File: config.mk
export PLATFORM = sky130hd
export DESIGN_NAME = allocation_tracker_max_block_flat
export DESIGN_NICKNAME = d
export VERILOG_FILES = /design/src/design/atm_pkg.sv /design/src/design/atm_in_if.sv /design/src/design/atm_out_if.sv /design/src/design/atm_dp.sv /design/src/design/atm_ctrl.sv /design/src/design/allocation_tracker_max_block.sv /design/src/flat_wrapper.sv
export SDC_FILE = /design/constraint.sdc
export NUM_CORES = 1
export LEC_CHECK = 0
export BUFFER_PORTS_ARGS = -buffer_cell sky130_fd_sc_hd__buf_2
export CORE_MARGIN = 4
export CORE_UTILIZATION = 40
export CTS_BUF_LIST = sky130_fd_sc_hd__clkbuf_8 sky130_fd_sc_hd__clkbuf_16
export CTS_CLUSTER_DIAMETER = 30
export DETAILED_ROUTE_END_ITERATION = 12
export GPL_ROUTABILITY_DRIVEN = 0
export PLACE_DENSITY_LB_ADDON = 0.12
export SLEW_MARGIN = 20
export SYNTH_ARGS = -nofsm -noshare
export SYNTH_HDL_FRONTEND = slang
export SYNTH_SLANG_ARGS = --single-unit
export TNS_END_PERCENT = 50
File: constraint.sdc
create_clock -name clk -period 15.8 [get_ports clk]
set_input_delay 1.58 -clock clk [delete_from_list [all_inputs] [get_ports clk]]
set_output_delay 1.58 -clock clk [all_outputs]
set_load 0.01 [all_outputs]
File: src/design/atm_pkg.sv
// Package: shared types, codes and field widths for the allocation tracker.
package atm_pkg;

  // Payload widths
  localparam int unsigned ADDR_W   = 32;
  localparam int unsigned SIZE_W   = 32;
  localparam int unsigned STATUS_W = 2;
  localparam int unsigned LIVE_W   = 5;

  // Operation codes
  localparam logic OP_ALLOC = 1'b0;
  localparam logic OP_FREE  = 1'b1;

  // Result status codes
  localparam logic [STATUS_W-1:0] ST_OK        = 2'd0;
  localparam logic [STATUS_W-1:0] ST_NOT_FOUND = 2'd1;
  localparam logic [STATUS_W-1:0] ST_FULL      = 2'd2;

  // One table entry
  typedef struct packed {
    logic [ADDR_W-1:0] addr;
    logic [SIZE_W-1:0] size;
  } entry_t;

  // Table walk modes
  typedef enum logic [1:0] {
    SCAN_FIND  = 2'd0,
    SCAN_SHIFT = 2'd1,
    SCAN_MAX   = 2'd2
  } scan_mode_t;

  // Controller states
  typedef enum logic [3:0] {
    S_IDLE,
    S_DISPATCH,
    S_FIND,
    S_SHIFT_START,
    S_SHIFT,
    S_RELEASE,
    S_MAX_START,
    S_MAX
  } state_t;

  // Controller to datapath commands
  typedef struct packed {
    logic                load;
    logic                alloc_we;
    logic                cnt_inc;
    logic                cnt_dec;
    logic                status_we;
    logic [STATUS_W-1:0] status_code;
    logic                scan_start;
    logic                scan_run;
    scan_mode_t          scan_mode;
    logic                capture;
  } dp_cmd_t;

  // Datapath to controller status
  typedef struct packed {
    logic is_free;
    logic full;
    logic hit;
    logic scan_done;
    logic out_free;
  } dp_stat_t;

endpackage

File: src/design/atm_in_if.sv
// Interface: input channel carrying one alloc or release request per beat.
interface atm_in_if
  import atm_pkg::*;
  ();
  logic              valid;
  logic              ready;
  logic              operation;
  logic [ADDR_W-1:0] block_address;
  logic [SIZE_W-1:0] block_size;

  modport source (output valid, output operation, output block_address,
                  output block_size, input ready);
  modport sink   (input valid, input operation, input block_address,
                  input block_size, output ready);
endinterface

File: src/design/atm_out_if.sv
// Interface: result channel carrying one status and largest-block report per beat.
interface atm_out_if
  import atm_pkg::*;
  ();
  logic                valid;
  logic                ready;
  logic [STATUS_W-1:0] status;
  logic                max_found;
  logic [ADDR_W-1:0]   max_address;
  logic [SIZE_W-1:0]   max_size;
  logic [LIVE_W-1:0]   live_count;

  modport source (output valid, output status, output max_found, output max_address,
                  output max_size, output live_count, input ready);
  modport sink   (input valid, input status, input max_found, input max_address,
                  input max_size, input live_count, output ready);
endinterface

File: src/design/atm_dp.sv
// Datapath: entry table, live count, table walker and result register.
module atm_dp
  import atm_pkg::*;
#(
  parameter int unsigned CAPACITY = 16
) (
  input  logic     clk,
  input  logic     rst_n,
  input  dp_cmd_t  cmd,
  output dp_stat_t stat,
  atm_in_if.sink   in_ch,
  atm_out_if.source out_ch
);

  localparam int unsigned AW = (CAPACITY > 1) ? $clog2(CAPACITY) : 1;
  localparam int unsigned CW = $clog2(CAPACITY + 1);
  localparam logic [CW-1:0] CAP_C = CW'(CAPACITY);
  localparam logic [CW-1:0] ONE_C = CW'(1);

  // Entry memory, oldest entry at index 0
  entry_t mem [CAPACITY];

  // Latched request
  logic              op_r;
  logic [ADDR_W-1:0] addr_r;
  logic [SIZE_W-1:0] size_r;

  // Control registers
  logic [CW-1:0] cnt_r, cnt_nxt;
  logic [CW-1:0] idx_r, idx_nxt;
  logic          issue_r, issue_nxt;
  logic          pend_r, pend_nxt;
  logic [CW-1:0] pend_idx_r, pend_idx_nxt;
  logic          hit_r, hit_nxt;
  logic [CW-1:0] pos_r, pos_nxt;
  logic          out_valid_r, out_valid_nxt;

  // Walk results and status
  logic [SIZE_W-1:0]   best_size_r, best_size_nxt;
  logic [ADDR_W-1:0]   best_addr_r, best_addr_nxt;
  logic                found_r, found_nxt;
  logic [STATUS_W-1:0] status_r;

  // Result register
  logic [STATUS_W-1:0] res_status_r;
  logic                res_found_r;
  logic [ADDR_W-1:0]   res_addr_r;
  logic [SIZE_W-1:0]   res_size_r;
  logic [LIVE_W-1:0]   res_live_r;

  // Memory ports
  entry_t        rd_r;
  logic          we;
  logic [CW-1:0] wa;
  entry_t        wd;
  logic [31:0]   cnt_ext;
  logic [CW-1:0] pos_plus;

  assign cnt_ext  = 32'(cnt_r);
  assign pos_plus = pos_r + ONE_C;

  // Latch request on the input beat
  always_ff @(posedge clk) begin
    if (cmd.load) begin
      op_r   <= in_ch.operation;
      addr_r <= in_ch.block_address;
      size_r <= in_ch.block_size;
    end
  end

  // Table walker: find and max walk newest to oldest, shift walks upward
  always_comb begin
    cnt_nxt       = cnt_r;
    idx_nxt       = idx_r;
    issue_nxt     = issue_r;
    pend_nxt      = pend_r;
    pend_idx_nxt  = pend_idx_r;
    hit_nxt       = hit_r;
    pos_nxt       = pos_r;
    best_size_nxt = best_size_r;
    best_addr_nxt = best_addr_r;
    found_nxt     = found_r;

    if (cmd.cnt_inc) begin
      cnt_nxt = cnt_r + ONE_C;
    end else if (cmd.cnt_dec) begin
      cnt_nxt = cnt_r - ONE_C;
    end

    if (cmd.scan_start) begin
      pend_nxt = 1'b0;
      if (cmd.scan_mode == SCAN_SHIFT) begin
        idx_nxt   = pos_plus;
        issue_nxt = (pos_plus < cnt_r);
      end else begin
        idx_nxt   = cnt_r - ONE_C;
        issue_nxt = (cnt_r != '0);
      end
      if (cmd.scan_mode == SCAN_FIND) begin
        hit_nxt = 1'b0;
      end
      if (cmd.scan_mode == SCAN_MAX) begin
        best_size_nxt = '0;
        best_addr_nxt = '0;
        found_nxt     = 1'b0;
      end
    end else if (cmd.scan_run) begin
      // Issue side
      if (issue_r) begin
        pend_nxt     = 1'b1;
        pend_idx_nxt = idx_r;
        if (cmd.scan_mode == SCAN_SHIFT) begin
          idx_nxt   = idx_r + ONE_C;
          issue_nxt = ((idx_r + ONE_C) < cnt_r);
        end else begin
          idx_nxt   = idx_r - ONE_C;
          issue_nxt = (idx_r != '0);
        end
      end else begin
        pend_nxt = 1'b0;
      end
      // Compare side, on the entry read last cycle
      if (pend_r) begin
        case (cmd.scan_mode)
          SCAN_FIND: begin
            if (rd_r.addr == addr_r) begin
              hit_nxt   = 1'b1;
              pos_nxt   = pend_idx_r;
              issue_nxt = 1'b0;
              pend_nxt  = 1'b0;
            end
          end
          SCAN_MAX: begin
            // strict compare: newest wins among equal sizes
            if (rd_r.size > best_size_r) begin
              best_size_nxt = rd_r.size;
              best_addr_nxt = rd_r.addr;
              found_nxt     = 1'b1;
            end
          end
          default: begin
          end
        endcase
      end
    end
  end

  // Memory write select: append on alloc, move down by one on shift
  always_comb begin
    we = 1'b0;
    wa = cnt_r;
    wd = rd_r;
    if (cmd.alloc_we) begin
      we      = 1'b1;
      wa      = cnt_r;
      wd.addr = addr_r;
      wd.size = size_r;
    end else if (cmd.scan_run && cmd.scan_mode == SCAN_SHIFT && pend_r) begin
      we = 1'b1;
      wa = pend_idx_r - ONE_C;
      wd = rd_r;
    end
  end

  // Memory: one write, one registered read
  always_ff @(posedge clk) begin
    if (we) begin
      mem[wa[AW-1:0]] <= wd;
    end
    rd_r <= mem[idx_r[AW-1:0]];
  end

  // Control state
  always_ff @(posedge clk) begin
    if (!rst_n) begin
      cnt_r       <= '0;
      issue_r     <= 1'b0;
      pend_r      <= 1'b0;
      hit_r       <= 1'b0;
      out_valid_r <= 1'b0;
    end else begin
      cnt_r       <= cnt_nxt;
      issue_r     <= issue_nxt;
      pend_r      <= pend_nxt;
      hit_r       <= hit_nxt;
      out_valid_r <= out_valid_nxt;
    end
  end

  // Walk payload
  always_ff @(posedge clk) begin
    idx_r       <= idx_nxt;
    pend_idx_r  <= pend_idx_nxt;
    pos_r       <= pos_nxt;
    best_size_r <= best_size_nxt;
    best_addr_r <= best_addr_nxt;
    found_r     <= found_nxt;
    if (cmd.status_we) begin
      status_r <= cmd.status_code;
    end
  end

  // Result register handshake
  always_comb begin
    out_valid_nxt = out_valid_r;
    if (cmd.capture) begin
      out_valid_nxt = 1'b1;
    end else if (out_ch.ready) begin
      out_valid_nxt = 1'b0;
    end
  end

  always_ff @(posedge clk) begin
    if (cmd.capture) begin
      res_status_r <= status_r;
      res_found_r  <= found_r;
      res_addr_r   <= best_addr_r;
      res_size_r   <= best_size_r;
      res_live_r   <= cnt_ext[LIVE_W-1:0];
    end
  end

  assign out_ch.valid       = out_valid_r;
  assign out_ch.status      = res_status_r;
  assign out_ch.max_found   = res_found_r;
  assign out_ch.max_address = res_addr_r;
  assign out_ch.max_size    = res_size_r;
  assign out_ch.live_count  = res_live_r;

  // Status to controller
  assign stat.is_free   = (op_r == OP_FREE);
  assign stat.full      = (cnt_r == CAP_C);
  assign stat.hit       = hit_r;
  assign stat.scan_done = !issue_r && !pend_r;
  assign stat.out_free  = !out_valid_r || out_ch.ready;

endmodule

File: src/design/atm_ctrl.sv
// Controller: sequences dispatch, address search, table compaction and max walk.
module atm_ctrl
  import atm_pkg::*;
(
  input  logic     clk,
  input  logic     rst_n,
  input  logic     in_valid,
  output logic     in_ready,
  input  dp_stat_t stat,
  output dp_cmd_t  cmd
);

  state_t state_r, state_nxt;

  // State register
  always_ff @(posedge clk) begin
    if (!rst_n) begin
      state_r <= S_IDLE;
    end else begin
      state_r <= state_nxt;
    end
  end

  // Next state
  always_comb begin
    state_nxt = state_r;
    case (state_r)
      S_IDLE: begin
        if (in_valid) state_nxt = S_DISPATCH;
      end
      S_DISPATCH: begin
        state_nxt = stat.is_free ? S_FIND : S_MAX_START;
      end
      S_FIND: begin
        if (stat.hit) begin
          state_nxt = S_SHIFT_START;
        end else if (stat.scan_done) begin
          state_nxt = S_MAX_START;
        end
      end
      S_SHIFT_START: state_nxt = S_SHIFT;
      S_SHIFT: begin
        if (stat.scan_done) state_nxt = S_RELEASE;
      end
      S_RELEASE:     state_nxt = S_MAX_START;
      S_MAX_START:   state_nxt = S_MAX;
      S_MAX: begin
        if (stat.scan_done && stat.out_free) state_nxt = S_IDLE;
      end
      default:       state_nxt = S_IDLE;
    endcase
  end

  // Outputs
  always_comb begin
    in_ready        = 1'b0;
    cmd.load        = 1'b0;
    cmd.alloc_we    = 1'b0;
    cmd.cnt_inc     = 1'b0;
    cmd.cnt_dec     = 1'b0;
    cmd.status_we   = 1'b0;
    cmd.status_code = ST_OK;
    cmd.scan_start  = 1'b0;
    cmd.scan_run    = 1'b0;
    cmd.scan_mode   = SCAN_MAX;
    cmd.capture     = 1'b0;
    case (state_r)
      S_IDLE: begin
        in_ready = 1'b1;
        cmd.load = in_valid;
      end
      S_DISPATCH: begin
        if (stat.is_free) begin
          cmd.scan_start = 1'b1;
          cmd.scan_mode  = SCAN_FIND;
        end else if (stat.full) begin
          cmd.status_we   = 1'b1;
          cmd.status_code = ST_FULL;
        end else begin
          cmd.alloc_we    = 1'b1;
          cmd.cnt_inc     = 1'b1;
          cmd.status_we   = 1'b1;
          cmd.status_code = ST_OK;
        end
      end
      S_FIND: begin
        cmd.scan_run  = 1'b1;
        cmd.scan_mode = SCAN_FIND;
        if (!stat.hit && stat.scan_done) begin
          cmd.status_we   = 1'b1;
          cmd.status_code = ST_NOT_FOUND;
        end
      end
      S_SHIFT_START: begin
        cmd.scan_start  = 1'b1;
        cmd.scan_mode   = SCAN_SHIFT;
        cmd.status_we   = 1'b1;
        cmd.status_code = ST_OK;
      end
      S_SHIFT: begin
        cmd.scan_run  = 1'b1;
        cmd.scan_mode = SCAN_SHIFT;
      end
      S_RELEASE: begin
        cmd.cnt_dec = 1'b1;
      end
      S_MAX_START: begin
        cmd.scan_start = 1'b1;
        cmd.scan_mode  = SCAN_MAX;
      end
      S_MAX: begin
        cmd.scan_run  = 1'b1;
        cmd.scan_mode = SCAN_MAX;
        cmd.capture   = stat.scan_done && stat.out_free;
      end
      default: begin
      end
    endcase
  end

endmodule

File: src/design/allocation_tracker_max_block.sv
// Usage: allocation tracker with largest-live-block report.
// Input channel in_ch: one beat per request, operation 0 records (block_address,
// block_size) as the newest entry, operation 1 releases the newest entry whose
// address matches. Result channel out_ch: one beat per request with status,
// largest live size and its address (newest wins on ties) and live entry count.
// Requests are handled one at a time. The entry table is a single-port-read
// memory walked one entry per cycle: an alloc runs the max walk between accept
// and result; a release runs an address search, on a hit a compaction of newer
// entries, then the max walk.
// The result sits in an output register, so the next request is taken while a
// finished result still waits; a stalled receiver holds the block only when
// a second result is ready before the first is taken.
// Reset (synchronous, active low) empties the table and drops any pending
// result; the table contents need no clearing, only the live count resets.
module allocation_tracker_max_block
  import atm_pkg::*;
#(
  parameter int unsigned CAPACITY = 16
) (
  input  logic      clk,
  input  logic      rst_n,
  atm_in_if.sink    in_ch,
  atm_out_if.source out_ch
);

  dp_cmd_t  cmd;
  dp_stat_t stat;
  logic     in_ready;

  assign in_ch.ready = in_ready;

  atm_ctrl u_ctrl (
    .clk      (clk),
    .rst_n    (rst_n),
    .in_valid (in_ch.valid),
    .in_ready (in_ready),
    .stat     (stat),
    .cmd      (cmd)
  );

  atm_dp #(
    .CAPACITY (CAPACITY)
  ) u_dp (
    .clk    (clk),
    .rst_n  (rst_n),
    .cmd    (cmd),
    .stat   (stat),
    .in_ch  (in_ch),
    .out_ch (out_ch)
  );

endmodule
File: src/flat_wrapper.sv
// flat-port wrapper written by rule: the top's interface ports become plain ports
module allocation_tracker_max_block_flat import atm_pkg::*;
#(
  parameter int unsigned CAPACITY = 16
)
  (clk, rst_n, in_ch_valid, in_ch_operation, in_ch_block_address, in_ch_block_size, in_ch_ready, out_ch_valid, out_ch_status, out_ch_max_found, out_ch_max_address, out_ch_max_size, out_ch_live_count, out_ch_ready);
  atm_in_if in_ch_i ();
  atm_out_if out_ch_i ();
  input  logic clk;
  input  logic rst_n;
  input wire logic [$bits(in_ch_i.valid)-1:0] in_ch_valid;
  input wire logic [$bits(in_ch_i.operation)-1:0] in_ch_operation;
  input wire logic [$bits(in_ch_i.block_address)-1:0] in_ch_block_address;
  input wire logic [$bits(in_ch_i.block_size)-1:0] in_ch_block_size;
  output wire logic [$bits(in_ch_i.ready)-1:0] in_ch_ready;
  output wire logic [$bits(out_ch_i.valid)-1:0] out_ch_valid;
  output wire logic [$bits(out_ch_i.status)-1:0] out_ch_status;
  output wire logic [$bits(out_ch_i.max_found)-1:0] out_ch_max_found;
  output wire logic [$bits(out_ch_i.max_address)-1:0] out_ch_max_address;
  output wire logic [$bits(out_ch_i.max_size)-1:0] out_ch_max_size;
  output wire logic [$bits(out_ch_i.live_count)-1:0] out_ch_live_count;
  input wire logic [$bits(out_ch_i.ready)-1:0] out_ch_ready;
  assign in_ch_i.valid = in_ch_valid;
  assign in_ch_i.operation = in_ch_operation;
  assign in_ch_i.block_address = in_ch_block_address;
  assign in_ch_i.block_size = in_ch_block_size;
  assign in_ch_ready = in_ch_i.ready;
  assign out_ch_valid = out_ch_i.valid;
  assign out_ch_status = out_ch_i.status;
  assign out_ch_max_found = out_ch_i.max_found;
  assign out_ch_max_address = out_ch_i.max_address;
  assign out_ch_max_size = out_ch_i.max_size;
  assign out_ch_live_count = out_ch_i.live_count;
  assign out_ch_i.ready = out_ch_ready;
  allocation_tracker_max_block #(.CAPACITY(CAPACITY)) u_core (.clk(clk), .rst_n(rst_n), .in_ch(in_ch_i), .out_ch(out_ch_i));
endmodule
* Word-level counts from Yosys, hierarchy flattened *
Memories as Yosys holds them, arrays and structs flattened. A register that Yosys moved wholly into a read port is not among the register bits.
Cells that the tools add are included.

cells by class
  $lt $le $gt $ge = 3
  mux-type cells = 74
  equality and inequality tests = 15
  add/subtract/negate cells = 6
  reduce and logical (&&, ||, !) cells = 31
  bitwise logic cells = 2

operator list
  operator                                                                number
  32-bit 2-to-1 mux                                                       11
  64-bit 2-to-1 mux                                                       1
  1-bit 2-to-1 mux                                                        36
  5-bit 2-to-1 mux                                                        7
  32-bit equality test                                                    1
  32-bit > comparator                                                     1
  4-bit case mux with 8 select lines                                      1
  4-bit 2-to-1 mux                                                        7
  4-bit by 3-bit equality test with 1-bit output (second input constant)  4
  5-bit by 1-bit adder with 5-bit output (second input constant)          3
  2-bit nonzero test                                                      7
  4-bit AND reduction                                                     3
  5-bit less-than comparator                                              2
  2-bit 2-to-1 mux                                                        5
  5-bit nonzero test                                                      2
  5-bit by 1-bit subtractor with 5-bit output (second input constant)     2
  3-bit 2-to-1 mux                                                        3
  3-bit case mux with 3 select lines                                      1
  4-bit by 2-bit equality test with 1-bit output (second input constant)  2
  2-bit != test (second input constant)                                   3
  2-bit case mux with 3 select lines                                      1
  2-bit OR reduction                                                      3
  5-bit equality test (second input constant)                             1
  1-bit logical AND                                                       5
  other kinds (15)                                                        19

word-level totals
  bits in writable memories = 1024
  memories = 1
  flip-flop bits (word level) = 232
  input bits = 69
  output and inout bits = 74
  logic and storage cells = 153

memory list
  name             words  width  read ports  clocked after Yosys merged registers in  write ports  RTL line      text
  u_core.u_dp.mem  16     64     1           1                                        1            atm_dp.sv:21  entry_t mem [CAPACITY];

* Logic depth before layout (Yosys ltp) *
Gate-level depths: netlist of the first run.

  depth in word-level cells = 11
  depth in mapped cells = 10

* Worst setup path after synthesis of the first run *
No wires, ideal clock.

  path kind = input-to-reg
  start point = in out_ch_ready
  end point = reg u_core.u_dp.res_live_r[0] (netlist: u_core.u_dp.out_ch.live_count[0]) (enable)
  setup time = 0.712 ns
  path buffers = 0
  stages = 2
  data arrival time = 9.211 ns
  setup slack = 5.877 ns
  path through = nor2b_1 > nor4b_1

RTL lines
  item                  RTL line            text
  start, declared       flat_wrapper.sv:22  input wire logic [$bits(out_ch_i.ready)-1:0] out_ch_ready;
  end signal, assigned  atm_dp.sv:219       res_live_r <= cnt_ext[LIVE_W-1:0];
  end, declared         atm_dp.sv:49        logic [LIVE_W-1:0] res_live_r;

* Final worst setup path of the first run *
  start point = reg u_core.u_ctrl.state_r[2]
  end point = mem u_core.u_dp.mem[11][15] in the netlist's numbering (enable)

on the way
  cells in the longest elaborated chain, start to end = 10
  elaborated cells on any way between the ends = 19
  classes of those cells = 6 x eq/ne; 9 x mux; 4 x reduce/logical

RTL lines
  item                                                                                                              RTL line        text
  start, declared                                                                                                   atm_ctrl.sv:13  state_t state_r, state_nxt;
  start signal, assigned                                                                                            atm_ctrl.sv:20  state_r <= state_nxt;
  4-bit by 3-bit equality test with 1-bit output or 4-bit by 2-bit equality test with 1-bit output (tied branches)  atm_ctrl.sv:67  case (state_r)
  2-bit OR reduction (no source line)                                                                               --
  2-bit case mux with 3 select lines                                                                                atm_ctrl.sv:67
  2-bit by 1-bit equality test with 1-bit output                                                                    atm_dp.sv:158   end else if (cmd.scan_run && cmd.scan_mode == SCAN_SHIFT && pend_r) begin
  1-bit logical AND (2 in a row)                                                                                    atm_dp.sv:158
  1-bit 2-to-1 mux                                                                                                  atm_dp.sv:158
  1-bit 2-to-1 mux                                                                                                  atm_dp.sv:153   if (cmd.alloc_we) begin
  1-bit 2-to-1 mux                                                                                                  atm_dp.sv:167   if (we) begin
  1-bit 2-to-1 mux (not written as such)                                                                            atm_dp.sv:168   mem[wa[AW-1:0]] <= wd;
  end, declared                                                                                                     atm_dp.sv:21

Parallel ways exist; a longest one is shown, timed or not.

==> impl_metrics.yaml, run 1 <==
outcome:
  status: "finished clean"
layout:
  post-route-util: 0.5063
  stdcell_area_um2: 63000
  areaGrowthSynthToFinish_pct: 25.12
  final_nets: 2814
  fillers: 9851
  drive_gt1_frac: 0.3514
synthesis:
  yosys_warnings: 0
  synth_edf_count: 1243
  synth_area_um2: 50360
  synth_simple_gate_area_share: 0.03044
  synth_nets: 2434
  yosysMostFrequentCell: "edfxtp_1"
  synthTopCellsByArea: "edfxtp_1 (74%), mux4_2 (14%), dfxtp_1 (3.0%), ha_1 (1.2%), nand2_1 (0.92%)"
  synth_top_family_by_area: "multiplexers"
  synth_compound_area_frac: 0.01076
  synth-main-ff-cell: "edfxtp_1"
  synthAdderAreaFrac: 0.01168
  synthArstFlopShare: 0
  synthMuxAreaShare: 0.1517
  synth_xor_area_frac: 0.008523
  yosysTopAreaCellShare: 0.7412
  yosysTopAreaCell: "edfxtp_1"
  avgSynthCellArea_um2: 21.72
  seq_area_frac_synth: 0.7715
  synth_cell_types: 58
  synth_cells: 2318
  synth_common_cells: "edfxtp_1 (1243), mux4_2 (320), nand2_1 (123)"
  synth_seq_cells: 1319
routing:
  wl_per_cell_um: 27.04
  first_pass_iters: 5
  wl_um: 123300
  vias: 24420
  ant_nets: 0
  drtIter0Drc: 2096
  remaining_drc_errors: 0
  routed_via_density: 5.353
clocking:
  cts_setup_buffers: 0
  htreeDepth: 5
  tritoncts: "built"
  cts.path.max_buffers: 4
  cts_num_sinks: 1319
  hold_buffers: 0
  clkLatencyLatePin_ns: 0.87
  numCtsBuffers: 298
  root_buffer: "clkbuf_16"
  cts.clk_slew.worst_paths_ns: 0.05
  ctsResizeCount: 0
power_and_ir_drop:
  totalPowerFinal_mw: 13.47
  ir_drop_mv: 0.1141
  powerDensity_nw_per_um2: 213.7
  p_leak_nw: 21.42
global_routing:
  grt_max_degree: 162
  grt_use_total: 0.1903
  grt_pass1_wl_um: 180700
  grt-ovfl-total: 0
  antenna_found_initial: 7
  grt_pass1_vias: 26240
timing:
  fmax_ghz: 0.2075
  grt_setup_unrepaired: "false"
  report.final.slew_viol_count: 0
  setup_tns_ns: 0
  fin_crit_sh: 0.3050
  setup_viol: 0
  final-hold-violation-count: 0
  skew_ns: 0.05457
  worst_slew_pin_slew_ns: 1.144
  finalCriticalPeriod_ns: 4.819
  slew_headroom: 0.2336
placed_design:
  placed_cell_area_um2: 53020
  port_buffers: 142
  dp_hpwl_um: 68310
floorplanning:
  io_pins: 143
  initial_core_util: 0.4046
  rows: 129
  die_x_um: 362.8
  core-area_um2: 124400
  die_h_um: 362.8
  die_area_um2: 131600
setup_path:
  cp-start-kind: "flip-flop"
  end_kind: "flip-flop"
  path_max_fanout: 42
  critical_path_arrival_ns: 5.27
  criticalPathCategory: "flip-flop to flip-flop"
  required_ns: 16.25
run:
  max-cap-violations: 0
hold_path:
  hold_path_class: "flip-flop to flip-flop"
-- path summary, 6_finish.rpt --
kind,from,to,slack (ns),cells after the start
min reg2reg,u_core.u_dp.best_addr_r[24],u_core.u_dp.out_ch.max_address[24],0.41,0
max,u_core.u_ctrl.state_r[2],u_core.u_dp.mem[11][15],10.98,6
max reg2reg,u_core.u_ctrl.state_r[2],u_core.u_dp.mem[11][15],10.98,6
min,u_core.u_dp.best_addr_r[24],u_core.u_dp.out_ch.max_address[24],0.41,0
-- cell families after synthesis --
| logic type | Yosys count |
|---|---|
| xor gates and xnor gates | 49 |
| muxes | 359 |
| and+or+nand+nor | 311 |
| adders and majority gates | 47 |
| DFF | 1319 |
| AOI/OAI and AO/OA | 79 |
| buffers and inverters | 154 |
-- critical path, stage by stage (launching register included) --
cell and delay, ns:
dfxtp_1 0.56, nor4b_2 0.62, nand2_2 0.75, o22ai_1 0.53, nand2_1 0.33, nor2_4 0.73, buf_4 0.76
-- power breakdown --
part / internal [mW] / switching [mW]
sequential: 4.63 / 0.230
combinational: 1.02 / 1.58
clock: 4.17 / 1.84
-- cells in the final DEF (no fill, tap or decap), drive strengths merged, types with 2 or more instances in the layout --
cell      count
edfxtp     1243
mux4        320
clkbuf      319
buf         183
nand2       123
inv         111
clkinv       77
dfxtp        76
and2         70
ha           47
xor2         40
nor2         40
bufinv       38
mux2         34
clkinvlp     31
a21oi        20
nor3         17
nand4        16
nor4         15
o21ai        12
nand3        10
xnor2         9
a21o          8
nand2b        7
a31oi         6
mux2i         5
o21a          5
nor2b         4
o211ai        4
nor4b         3
o22ai         3
a211oi        2
a22o          2
a2111oi       2
o41ai         2
or3b          2
-- metrics by stage --
stage               hold WS [ns]  cells  setup WS, ns
floorplan                 0.4003   2318         5.877
global placement          0.4032   4034         11.09
detailed placement        0.4054   4034         11.00
CTS                       0.4153   4559         10.97
global route              0.4175   4560         10.79
finish                    0.4140   4561         10.98
-- sequential cells by signal, indices dropped and copies added (netlist names), 32 cells and up --
name                            cells
u_core.u_dp.rd_r                   64
u_core.u_dp.mem                  1024
u_core.u_dp.out_ch.max_address     32
u_core.u_dp.out_ch.max_size        32
u_core.u_dp.size_r                 32
u_core.u_dp.best_size_r            32
u_core.u_dp.addr_r                 32
u_core.u_dp.best_addr_r            32
-- routing by layer --
layer | GRT usage | vias to the layer above | part of all wire
met5 | 0 | - | 0
met2 | 0.2943 | 839 | 0.47
met4 | 0.05779 | 0 | 0.021
li1 | - | 10400 | -
met1 | 0.2654 | 12970 | 0.44
met3 | 0.05223 | 208 | 0.066
-- area by class of cell --
type                            instances  area (um2)  area share
Clock buffer                          319        7836      0.1244
Sequential cell                      1319       38850      0.6166
Tap cell                             1637        2048     0.03251
Timing Repair Buffer                  183        1067     0.01694
Inverter                               51       191.4    0.003038
Multi-Input combinational cell        845       10900      0.1730
Antenna cell                            1       2.502  0.00003972
Clock inverter                        206        2115     0.03356
No activity file was read; power rests on OpenSTA's default activity.
==> inputs of run 2 (changes only) <==
clock period = 4.4 ns   (was 15.8 ns; I/O delays follow)
==> run 2 against run 1 <==
Count of clock-buffer cells in the layout fell by 6. Cell count grew 2.1%. Largest cell class unchanged. Critical path type unchanged. Non-clock buffer count grew 88.
==> impl_metrics.yaml, run 2 (synthesis gave the netlist of run 1 again) <==
floorplanning:
  io_pins: 143
  die_area_um2: 131600
  die_x_um: 362.8
  rows: 129
  core-area_um2: 124400
  initial_core_util: 0.4046
  die_h_um: 362.8
layout:
  post-route-util: 0.5133
  fillers: 9797
  largest_reg_flops: 1024
  layout_common_cells: "edfxtp_1 (1243), mux4_2 (320), clkbuf_16 (306)"
  mostFrequentLayoutCell: "edfxtp_1"
  stdcell_area_um2: 63880
  drive_gt1_frac: 0.3469
  areaGrowthSynthToFinish_pct: 26.85
  final_nets: 2908
setup_path:
  criticalPathCategory: "flip-flop to flip-flop"
  cp_top_family: "simple AND/OR/NAND/NOR gates"
  end_kind: "flip-flop"
  cp.buffers_inverters: 2
  path_max_fanout: 20
  worst_path_largest_cell_delay_ns: 0.81
  slowest_stage: "dfxtp_1"
  cp-start-kind: "flip-flop"
  required_ns: 4.92
  crit_start: "u_core.u_ctrl.state_r[2]"
  r2r-start: "u_core.u_ctrl.state_r[2]"
  path_cells: "nor4bb_1 -> buf_4 -> nor2_1 -> a21oi_1 -> nand2_1 -> nor2_4 -> buf_12"
  critical_path_arrival_ns: 3.86
global_routing:
  grt_pass1_vias: 26890
  grt_pass1_wl_um: 188000
  antenna_found_initial: 5
  grt_max_degree: 120
  grt-ovfl-total: 0
  grt_use_total: 0.1988
clocking:
  hold_buffers: 66
  clkLatencyLatePin_ns: 0.88
  root_buffer: "clkbuf_16"
  tritoncts: "built"
  cts_setup_buffers: 0
  numCtsBuffers: 304
  cts.path.max_buffers: 4
  htreeDepth: 5
  ctsResizeCount: 0
  cts_num_sinks: 1319
  cts.clk_slew.worst_paths_ns: 0.04
timing:
  setup_viol: 0
  worst_slew_pin_slew_ns: 1.194
  grt_setup_unrepaired: "false"
  final-hold-violation-count: 0
  finalCriticalPeriod_ns: 3.349
  slew_headroom: 0.1993
  report.final.slew_viol_count: 0
  fin_crit_sh: 0.7611
  fmax_ghz: 0.2986
  skew_ns: 0.07076
routing:
  wl_per_cell_um: 27.92
  wl_um: 130000
  drtIter0Drc: 2214
  routed_via_density: 5.392
  first_pass_iters: 7
  remaining_drc_errors: 0
  ant_nets: 0
  vias: 25100
hold_path:
  hold_path_class: "input pin to flip-flop"
  min-delay-start: "out_ch_ready"
power_and_ir_drop:
  ir_drop_mv: 1.044
  powerDensity_nw_per_um2: 750.1
  p_leak_nw: 21.80
placed_design:
  placed_cell_area_um2: 53440
  dp_hpwl_um: 68640
  port_buffers: 142
run:
  max-cap-violations: 0
outcome:
  status: "finished clean"
[run 2: per-layer routing]
metal	wire length (um)	vias up	part of all wire	track usage
met3	7847	258	0.060	0.04077
met1	55920	13310	0.43	0.2726
li1	-	10570	-	-
met2	62530	959	0.48	0.3174
met5	0	-	0	0
met4	3691	0	0.028	0.07242
[run 2: cell type report]
cell class              instances  area [um2]  share of cell area
inverters                      51       191.4            0.002997
flip-flops and latches       1319       38850              0.6082
diodes                          1       2.502          0.00003918
multi-input cells             845       10910              0.1707
clock buffers                 313        7754              0.1214
repair buffers                271        2143             0.03355
well taps                    1637        2048             0.03207
clock inverters               219        1984             0.03107
[run 2: worst paths after layout]
| check | cells past startpoint | slack [ns] | end |
|---|---|---|---|
| worst max-delay path | 7 | 1.05 | u_core.u_dp.mem[11][34] |
| worst min-delay path | 4 | 0.11 | u_core.u_dp.out_ch.valid |
| worst max register to register | 7 | 1.05 | u_core.u_dp.mem[11][34] |
| worst min register to register | 0 | 0.41 | u_core.u_dp.out_ch.max_address[2] |
[run 2: tightest hold or removal path: stages]
cell     delay, ns
buf_2         0.08
nor2b_1       0.03
buf_4         0.16
o21a_1        0.18
[run 2: report_power, final]
group          total, mW  internal (mW)  switching, mW
combinational       9.46           3.77           5.69
sequential          17.4           16.6          0.725
clock               21.1           14.4           6.74
total               47.9           34.8           13.2
[run 2: stage by stage]
stage	TNS (ns)	setup slack [ns]	std cells	hold WS, ns	power [mW]
3_5_place_dp	0	1.075	4056	0.4045	27.14
5_1_grt	0	0.8063	4655	0.08697	49.92
2_1_floorplan	-166.56	-0.3715	2318	0.4003	23.77
6_report	0	1.051	4656	0.1147	47.92
3_3_place_gp	0	1.076	4056	0.4019	26.95
4_1_cts	0	1.065	4654	0.04346	48.50
==> inputs of run 3 (changes only) <==
clock period = 3.5 ns   (was 4.4 ns; I/O delays follow)
==> run 3 against run 2 <==
Sequential power increased by 26%. Total power increased by 28%. First-iteration DRC count increased by 16%. Worst hold slack improved by 0.073 ns. Cell count increased by 0.32%. Setup slack got worse by 0.68 ns. Cell area increased by 0.93%. Critical path depth increased by 1. Critical path type unchanged. Largest cell class unchanged.
==> impl_metrics.yaml, run 3 (synthesis gave the netlist of run 1 again) <==
power_and_ir_drop:
  powerDensity_nw_per_um2: 947.8
  ir_drop_mv: 0.6160
  p_leak_nw: 22.08
  totalPowerFinal_mw: 61.11
setup_path:
  path_max_fanout: 33
  required_ns: 3.99
  criticalPathCategory: "flip-flop to flip-flop"
  r2r_setup_slack_ns: 0.38
  critical_path_arrival_ns: 3.62
  end_kind: "flip-flop"
  cp-start-kind: "flip-flop"
timing:
  slew_headroom: 0.2904
  grt_setup_unrepaired: "false"
  fin_crit_sh: 0.8928
  setup_viol: 0
  worst_slew_pin_slew_ns: 1.064
  report.final.slew_viol_count: 0
  finalCriticalPeriod_ns: 3.125
  skew_ns: 0.05616
  fmax_ghz: 0.3200
  fin_ws_ns: 0.3752
  hold_slack_ns: 0.1877
  final-hold-violation-count: 0
layout:
  drive_gt1_frac: 0.3510
  fillers: 9746
  layout_common_cells: "edfxtp_1 (1243), mux4_2 (320), clkbuf_16 (309)"
  final_nets: 2921
  areaGrowthSynthToFinish_pct: 28.03
  mostFrequentLayoutCell: "edfxtp_1"
  largest_reg_flops: 1024
  multiInputGateArea_um2: 10910
  final-seq-area_um2: 38850
placed_design:
  place_ws_ns: 0.4464
  port_buffers: 142
  dp_hpwl_um: 67580
clocking:
  root_buffer: "clkbuf_16"
  cts.path.max_buffers: 4
  tritoncts: "built"
  clkLatencyLatePin_ns: 0.88
  cts.clk_slew.worst_paths_ns: 0.05
  numCtsBuffers: 303
  htreeDepth: 5
  cts_num_sinks: 1319
global_routing:
  grt_max_degree: 110
  grt_pass1_vias: 26810
  grt_use_total: 0.1960
  antenna_found_initial: 6
  grt-ovfl-total: 0
  grt_pass1_wl_um: 185200
routing:
  ant_nets: 0
  wl_per_cell_um: 27.39
  remaining_drc_errors: 0
  first_pass_iters: 6
  wl_um: 127900
  drtIter0Drc: 2573
  routed_via_density: 5.358
  vias: 25030
floorplanning:
  die_h_um: 362.8
  core-area_um2: 124400
  die_area_um2: 131600
  rows: 129
  die_x_um: 362.8
  io_pins: 143
  initial_core_util: 0.4046
run:
  max-cap-violations: 0
hold_path:
  hold_path_class: "input pin to flip-flop"
outcome:
  status: "finished clean"
-- run 3: changes by cell type in the layout (fill, tap and decap cells not counted), sizes merged --
cell         before  now
buf             205  217
diode             1    3
dlygate4sd3      66   68
inv             113  102
bufinv           29   39
clkbuf          313  327
clkinv           98   90
clkinvlp         30   24
-- run 3: power by group --
group | total [mW] | switching [mW] | internal [mW]
registers | 21.9 | 0.990 | 20.9
logic | 11.8 | 6.92 | 4.89
clock network | 27.4 | 8.33 | 19.1
-- run 3: repair_timing --
item	in CTS	in global routing
endpoints found under the hold margin	82	0
hold buffers	68	0
buffers inserted	0	0
gates resized for setup	0	0
-- run 3: stage by stage --
step / cells / utilization / setup TNS, ns / area (um2)
after floorplan: 2318 / - / -1011.76 / 50400
after global placement: 4069 / 0.4318 / 0 / 53730
after detailed placement: 4069 / 0.4318 / 0 / 53730
after CTS: 4668 / 0.5180 / 0 / 64460
after global routing: 4668 / 0.5180 / 0 / 64460
final: 4671 / 0.5181 / 0 / 64470
-- run 3: final timing paths --
| kind | startpoint | depth (start not counted) | to |
|---|---|---|---|
| hold reg to reg | u_core.u_dp.pend_idx_r[4] | 0 | u_core.u_dp.pos_r[4] |
| setup reg to reg | u_core.u_dp.best_size_r[30] | 8 | u_core.u_dp.best_addr_r[12] |
| setup / recovery | u_core.u_dp.best_size_r[30] | 8 | u_core.u_dp.best_addr_r[12] |
| hold / removal | in_ch_block_address[21] | 2 | u_core.u_dp.addr_r[21] |
-- run 3: critical path: stages (launching register included) --
cell	delay [ns]
edfxtp_1	0.42
inv_1	0.07
ha_1	0.29
nand4_1	0.36
nor4_1	0.62
buf_4	0.26
nand3_1	0.12
o22ai_4	0.25
buf_12	0.24
-- run 3: layer usage --
| metal | GRT usage | routed length [um] | up-vias |
|---|---|---|---|
| li1 | - | - | 10600 |
| met1 | 0.2740 | 55980 | 13270 |
| met2 | 0.3086 | 60920 | 908 |
| met3 | 0.04210 | 7869 | 251 |
| met4 | 0.06495 | 3149 | 0 |
| met5 | 0 | 0 | - |
-- run 3: layout make-up --
cell class	instances	area share
repair buffers	285	0.03750
well taps	1637	0.03177
clock buffers	327	0.1238
multi-input cells	845	0.1692
diodes	3	0.0001164
inverters	51	0.002969
flip-flops and latches	1319	0.6026
clock inverters	204	0.03208
